### config.mk
export PLATFORM = sky130hd
export DESIGN_NAME = kvte_cell
export DESIGN_NICKNAME = d
export VERILOG_FILES = /design/src/rtl/kvte_pkg.sv /design/src/rtl/kvte_cell.sv
export SDC_FILE = /design/constraint.sdc
export NUM_CORES = 1
export LEC_CHECK = 0
export BUFFER_PORTS_ARGS = -buffer_cell sky130_fd_sc_hd__buf_4
export CAP_MARGIN = 10
export CORE_AREA = 2 2 117 119
export CTS_CLUSTER_DIAMETER = 30
export DETAILED_ROUTE_END_ITERATION = 7
export DIE_AREA = 0 0 119 121
export PLACE_DENSITY_LB_ADDON = 0.2
export SETUP_SLACK_MARGIN = 0.05
export SYNTH_ARGS = -nofsm -noshare
export SYNTH_HDL_FRONTEND = slang
export SYNTH_SLANG_ARGS = --single-unit
### constraint.sdc
create_clock -name clk -period 9.7 [get_ports clk]
set_input_delay 1.455 -clock clk [delete_from_list [all_inputs] [get_ports clk]]
set_output_delay 1.455 -clock clk [all_outputs]
set_load 0.02 [all_outputs]
### src/rtl/kvte_pkg.sv
`timescale 1ns / 1ps

package kvte_pkg;

  localparam int KEY_W = 32;
  localparam int VAL_W = 32;
  localparam int MODE_W = 3;
  localparam int STAT_W = 2;
  localparam int OCNT_W = 8;
  localparam int DEPTH_DEF = 128;

  localparam logic [MODE_W-1:0] MODE_INSERT      = 3'd0;
  localparam logic [MODE_W-1:0] MODE_FIND        = 3'd1;
  localparam logic [MODE_W-1:0] MODE_REMOVE_KEY  = 3'd2;
  localparam logic [MODE_W-1:0] MODE_REMOVE_LAST = 3'd3;
  localparam logic [MODE_W-1:0] MODE_CLEAR       = 3'd4;

  localparam logic [STAT_W-1:0] STAT_OK        = 2'd0;
  localparam logic [STAT_W-1:0] STAT_NOT_FOUND = 2'd1;
  localparam logic [STAT_W-1:0] STAT_FULL      = 2'd2;
  localparam logic [STAT_W-1:0] STAT_EMPTY     = 2'd3;

  // broadcast from the controller to every cell
  typedef struct packed {
    logic             ins;     // shift toward the back, new pair enters cell 0
    logic             del;     // close the gap behind the first selected cell
    logic             by_pos;  // select the last valid cell instead of a key match
    logic [KEY_W-1:0] skey;
  } kvte_ctrl_t;

endpackage

### src/rtl/kvte_cell.sv
`timescale 1ns / 1ps

module kvte_cell
  import kvte_pkg::*;
#(
  parameter int CW  = 8,
  parameter int IDX = 0
) (
  input  logic             clk,
  input  kvte_ctrl_t       ctrl,
  input  logic [CW-1:0]    count,
  input  logic [KEY_W-1:0] prev_key,
  input  logic [VAL_W-1:0] prev_val,
  input  logic [KEY_W-1:0] next_key,
  input  logic [VAL_W-1:0] next_val,
  input  logic             prev_hit,
  input  logic [VAL_W-1:0] prev_hv,
  output logic [KEY_W-1:0] key_o,
  output logic [VAL_W-1:0] val_o,
  output logic             fwd_hit,
  output logic [VAL_W-1:0] fwd_hv
);

  localparam logic [CW-1:0] POS      = CW'(IDX);
  localparam logic [CW-1:0] POS_NEXT = CW'(IDX + 1);

  logic [KEY_W-1:0] key_r, key_nxt;
  logic [VAL_W-1:0] val_r, val_nxt;
  logic             hit_r;   // a selected cell lies in front of this one
  logic [VAL_W-1:0] hv_r;    // value of the first selected cell in front
  logic             valid;
  logic             sel;

  assign valid   = POS < count;
  assign sel     = valid & (ctrl.by_pos ? (POS_NEXT == count) : (key_r == ctrl.skey));
  assign fwd_hit = hit_r | sel;
  assign fwd_hv  = hit_r ? hv_r : val_r;
  assign key_o   = key_r;
  assign val_o   = val_r;

  always_comb begin
    key_nxt = key_r;
    val_nxt = val_r;
    if (ctrl.ins) begin
      key_nxt = prev_key;
      val_nxt = prev_val;
    end else if (ctrl.del && fwd_hit) begin
      key_nxt = next_key;
      val_nxt = next_val;
    end
  end

  always_ff @(posedge clk) begin
    key_r <= key_nxt;
    val_r <= val_nxt;
    hit_r <= prev_hit;
    hv_r  <= prev_hv;
  end

endmodule

== Word-level counts from Yosys, hierarchy flattened ==
Index checks and enable logic that the tools add are counted.
Cells by class
  order comparisons: 1
  multiply operators: 0
  multiplexer cells: 6
  bitwise logic cells: 2
  shifts and indexed selects: 0
  reduce and logical (&&, ||, !) cells: 2
  add/sub/neg operators: 0
  equality and inequality tests: 2
  div/mod/pow operators: 0
Operators by type and width (number)
  $mux 32: 5
  $eq 32x32->1: 1
  $eq 1x8->1 const A: 1
  $lt 1x8->1 const A: 1
  $reduce_bool 2->1: 1
  $and 1x1->1: 1
  $logic_and 1x1->1: 1
  $mux 1: 1
  $or 1x1->1: 1
Storage, ports and cells
  memories: 0
  bits in read-only memories: 0
  bits in latches: 0
  bits of input ports: 205
  bits in registers: 97
  logic and storage cells: 17
  output and inout port bits: 97
  memory bits (writable): 0

== Logic depth before layout (Yosys ltp) ==
  depth after elaboration: 7
  gate-level depth with buffers: 5
  depth with buffers taken out: 5

== Least setup slack after synthesis ==
Ideal clock, no wire load.
  kind: in2reg
  start point: input port count[4]
  end point: register key_r[0] (netlist: key_o[0]), enable pin
  buffers on the path: 0
  slack: 1.898 ns
  stages on the path: 5
  required time: 9.118 ns
  library setup time: 0.582 ns
  data arrival time: 7.220 ns
  cells stage by stage: or4_4 -> nor4_4 -> mux2i_1 -> nor3_2 -> a211oi_1
On the way
  longest elaborated chain between the ends: 6
  elaborated cells between the ends (all ways): 7
  those cells by class: order compare: 1; eq/ne: 1; mux: 1; bitwise: 2; reduce/logical: 2
Ends and longest elaborated chain
  from (decl): RTL line kvte_cell.sv:11  | input logic [CW-1:0] count,
  branches (longest 2 deep; another with $lt 1x8->1)
  $and 1x1->1 *: RTL line kvte_cell.sv:35  | assign sel = valid & (ctrl.by_pos ? (POS_NEXT == count) : (key_r == ctrl.skey));
  $or 1x1->1 *: RTL line kvte_cell.sv:36  | assign fwd_hit = hit_r | sel;
  $logic_and 1x1->1 *: RTL line kvte_cell.sv:47  | end else if (ctrl.del && fwd_hit) begin
  $reduce_bool 2->1 (no line) *
  to (signal assigned): RTL line kvte_cell.sv:54  | key_r <= key_nxt;
  to (decl): RTL line kvte_cell.sv:27  | logic [KEY_W-1:0] key_r, key_nxt;
Mark *: on every way between the ends.
A chain may end at the register's enable or synchronous reset.

== Worst setup path in the final report ==
  start point: input port count[4]
  end point: output port fwd_hit
On the way
  longest elaborated chain between the ends: 4
  elaborated cells between the ends (all ways): 5
  those cells by class: order compare: 1; eq/ne: 1; mux: 1; bitwise: 2
Ends and longest elaborated chain
  branches (longest 2 deep; another with $lt 1x8->1)
  $and 1x1->1 *: RTL line kvte_cell.sv:35
  $or 1x1->1 *: RTL line kvte_cell.sv:36
  to (decl): RTL line kvte_cell.sv:20  | output logic fwd_hit,
Marked as above.

==> impl_summary.txt <==
----------------------------------------------------
[Worst hold path]
  Classification of the worst-slack hold path ... in2reg
  Min-delay src ... prev_hv[15]
  Hold Path End ... hv_r[15]
  Worst hold path stage count ... 1

[Placed design]
  Final HPWL from detailed placement ... 9700 um
  Weighted congestion at the end of routability-driven global placement ... 0.859
  Placement-stage worst setup slack ... 5.30 ns
  Cell count after placement ... 726
  Port Buf Inserts ... 301

[Power]
  Gate power share ... 0.230
  Total power of the final layout ... 1.08 mW
  Pwr Density ... 157 nW/um2
  Clock network fraction of total power ... 0.305
  Largest voltage drop on the vdd net ... 0.0899 mV
  Cell internal power dissipation ... 808 uW
  Switching Power ... 274 uW
  Switching fraction of total power ... 0.253
  Part of the power in registers ... 0.464
  Leakage power summed over all cells ... 2.98 nW

[GRT]
  Maximum number of pins on one net before global-route repair ... 65
  Global route overflow ... 0
  Number of antenna violations at the first check in global routing ... 0
  Gr usage total ... 0.165
  Wire length of the first global-routing pass ... 17,900 um
  Vias in the first global route ... 3,390

[Detailed routing]
  Final routed wire length divided by cell count ... 16.6 um
  Drt drc ... 0
  Vias ... 3,260
  Number of antenna-violating nets in the routed design ... 0
  Via-per-instance ratio ... 4.39
  Drt initial violations ... 95
  Router iterations before antenna repair ... 4
  Final wirelength ... 12,300 um

[Timing]
  Final worst slack ... 5.31 ns
  Final worst path period share ... 0.452
  Min Hold Slack ... 1.21 ns
  Number of endpoints failing setup at the final stage ... 0
  Post-route clock skew ... 0.00904 ns
  TNS Setup ... 0 ns
  Worst-case headroom to the max-slew limit ... 0.410
  Clock period minus final worst setup slack ... 4.39 ns
  Hold Fails Final Rpt ... 0
  Setup repair after global routing missed its margin ... no
  Fmax ... 228 MHz
  Final Max Tran Viols ... 0
  Transition time at the pin with the least slew margin ... 0.885 ns

[Die]
  Initial Utilization ... 0.317
  Site row count ... 42
  Die X-Extent ... 119 um
  Die outline height ... 121 um
  Area of the die ... 14,400 um2
  Number of primary I/O pins ... 302
  Floorplan Core Area ... 13,100 um2

[Setup path]
  Register-to-Register Path Depth ... 6
  R2r setup slk ... 6.97 ns
  Terminus of the critical flop-to-flop path ... val_o[0]
  Setup crit start ... count[4]
  Largest fanout of any net on the critical path ... 2
  Worst reg2reg path startpoint ... key_o[18]
  WP data arrival ... 2.93 ns
  Worst endpoint required time ... 8.25 ns
  Capturing element type of the critical path ... output port
  Startpoint kind of the worst setup timing path ... input port
  Setup Crit Path Kind ... in2out

[CTS]
  Deepest level of the CTS H-tree ... 3
  Total number of clock tree sinks ... 97
  Clock tree from TritonCTS ... built
  Clock input transition at the sequential cells of the worst setup and hold paths ... 0.07 ns
  Postcts setup bufs ... 0
  Post-cts resize count ... 0
  Cts hold-fix bufs ... 0
  Total clock buffers created by CTS ... 9
  CTS Root Cell ... sky130_fd_sc_hd__clkbuf_16
  Clock Latency Late Sink ... 0.34 ns
  Number of buffers between clock root and the deepest sink ... 2

[Yosys]
  Top cell type by total area after synthesis ... sky130_fd_sc_hd__edfxtp_1
  Synthesized net count ... 463
  Per-instance average area after synthesis ... 16.1 um2
  Cell count after synthesis ... 258
  Register bit total from synthesis ... 97
  Top post-synthesis cells by count ... sky130_fd_sc_hd__mux2_2 (88), sky130_fd_sc_hd__edfxtp_1 (64), sky130_fd_sc_hd__dfxtp_1 (33), sky130_fd_sc_hd__xnor2_1 (32)
  Post-synth design cell area ... 4150 um2
  FFs w/ async S/R, synth ... 0
  Portion of the post-synthesis area used by sequential elements ... 0.623
  Most instantiated flip-flop cell in the synthesis netlist ... sky130_fd_sc_hd__edfxtp_1
  Top area cells in the synthesized netlist ... sky130_fd_sc_hd__edfxtp_1 (46%), sky130_fd_sc_hd__mux2_2 (24%), sky130_fd_sc_hd__dfxtp_1 (16%)
  Most instantiated library cell after synthesis ... sky130_fd_sc_hd__mux2_2
  Count of different cell masters after synthesis ... 20
  Yosys warning total ... 0
  Yosys top cell area share ... 0.464
  Number of enable-type register cells in the synthesized netlist ... 64

[Flow run]
  Number of max-cap violations ... 0

[Layout]
  Synth-to-layout area growth ... 66.0%
  Share of final-layout standard cells stronger than drive strength 1 ... 0.724
  Antenna cells ... 0
  Number of nets in the finished design ... 766
  Final Non-Filler Cells ... 742
  Fillers ... 1,141

[Outcome]
  Status ... finished, final reports clean

----------------------------------------------------
==> metrics by stage <==
stage / area (um2) / utilization
floorplan: 4150 / -
global placement: 6600 / 0.505
detailed placement: 6600 / 0.505
CTS: 6880 / 0.526
global route: 6880 / 0.526
finish: 6880 / 0.526
==> per-layer routing <==
layer	share of wire	GRT usage	vias up
met4	0.013	0.0484	0
met3	0.10	0.0742	13
met5	0	0	-
met1	0.36	0.172	1489
li1	-	-	1568
met2	0.52	0.299	190
==> sequential cells by signal, summed over array words and instances, names as in the netlist <==
name	count
hv_r	32
key_o	32
val_o	32
hit_r	1
==> power groups by stage <==
stage	Clock, mW	Combinational [mW]	Sequential (mW)
3_5_place_dp	0	0.252	0.512
6_report	0.330	0.249	0.502
4_1_cts	0.344	0.253	0.503
5_1_grt	0.360	0.265	0.506
2_1_floorplan	0	0.0849	0.539
3_3_place_gp	0	0.249	0.510
==> final cells by class <==
cell class | instances | area, um2 | area share
multi-input combinational | 149 | 1520 | 0.221
tap | 176 | 220 | 0.0320
inverter | 1 | 3.75 | 0.000546
sequential | 97 | 2580 | 0.376
clock inverter | 3 | 16.3 | 0.00236
timing repair buffer | 303 | 2270 | 0.331
clock buffer | 13 | 260 | 0.0378
==> worst max-delay path by stage <==
| stage | end | slack (ns) | cells after the start |
|---|---|---|---|
| 2_1_floorplan | key_o[0] | 1.90 | 5 |
| 4_1_cts | fwd_hit | 5.30 | 7 |
| 3_5_place_dp | fwd_hit | 5.30 | 7 |
| 5_1_grt | fwd_hit | 5.19 | 7 |
| 6_report | fwd_hit | 5.31 | 7 |
| 3_3_place_gp | fwd_hit | 5.31 | 7 |
==> logic make-up after synthesis <==
family	after synthesis	share of synthesized area
flip-flops	97	0.623
AND/OR/NAND/NOR	18	0.0302
XOR/XNOR	32	0.0676
AO/OA/AOI/OAI	2	0.00302
multiplexers	97	0.263
buffers and inverters	12	0.0130
==> worst max-delay path, cell delays in order <==
cell and delay (ns):
sky130_fd_sc_hd__buf_4 0.11, sky130_fd_sc_hd__or4_4 0.53, sky130_fd_sc_hd__nor4_4 0.16, sky130_fd_sc_hd__mux2i_1 0.29, sky130_fd_sc_hd__nor2_1 0.06, sky130_fd_sc_hd__a21oi_1 0.16
sky130_fd_sc_hd__buf_4 0.17
==> placed cells by master (no fill, tap or decap), drive strengths merged <==
master / instances
or4: 1
nand2: 1
a21oi: 1
a211oi: 1
mux2i: 1
dfxtp: 33
buf: 303
inv: 2
nand4: 8
edfxtp: 64
nor4: 3
clkinv: 2
clkbuf: 13
xnor2: 32
nor3: 2
nor2: 3
mux2: 96
(Power assumes the default switching activity.)
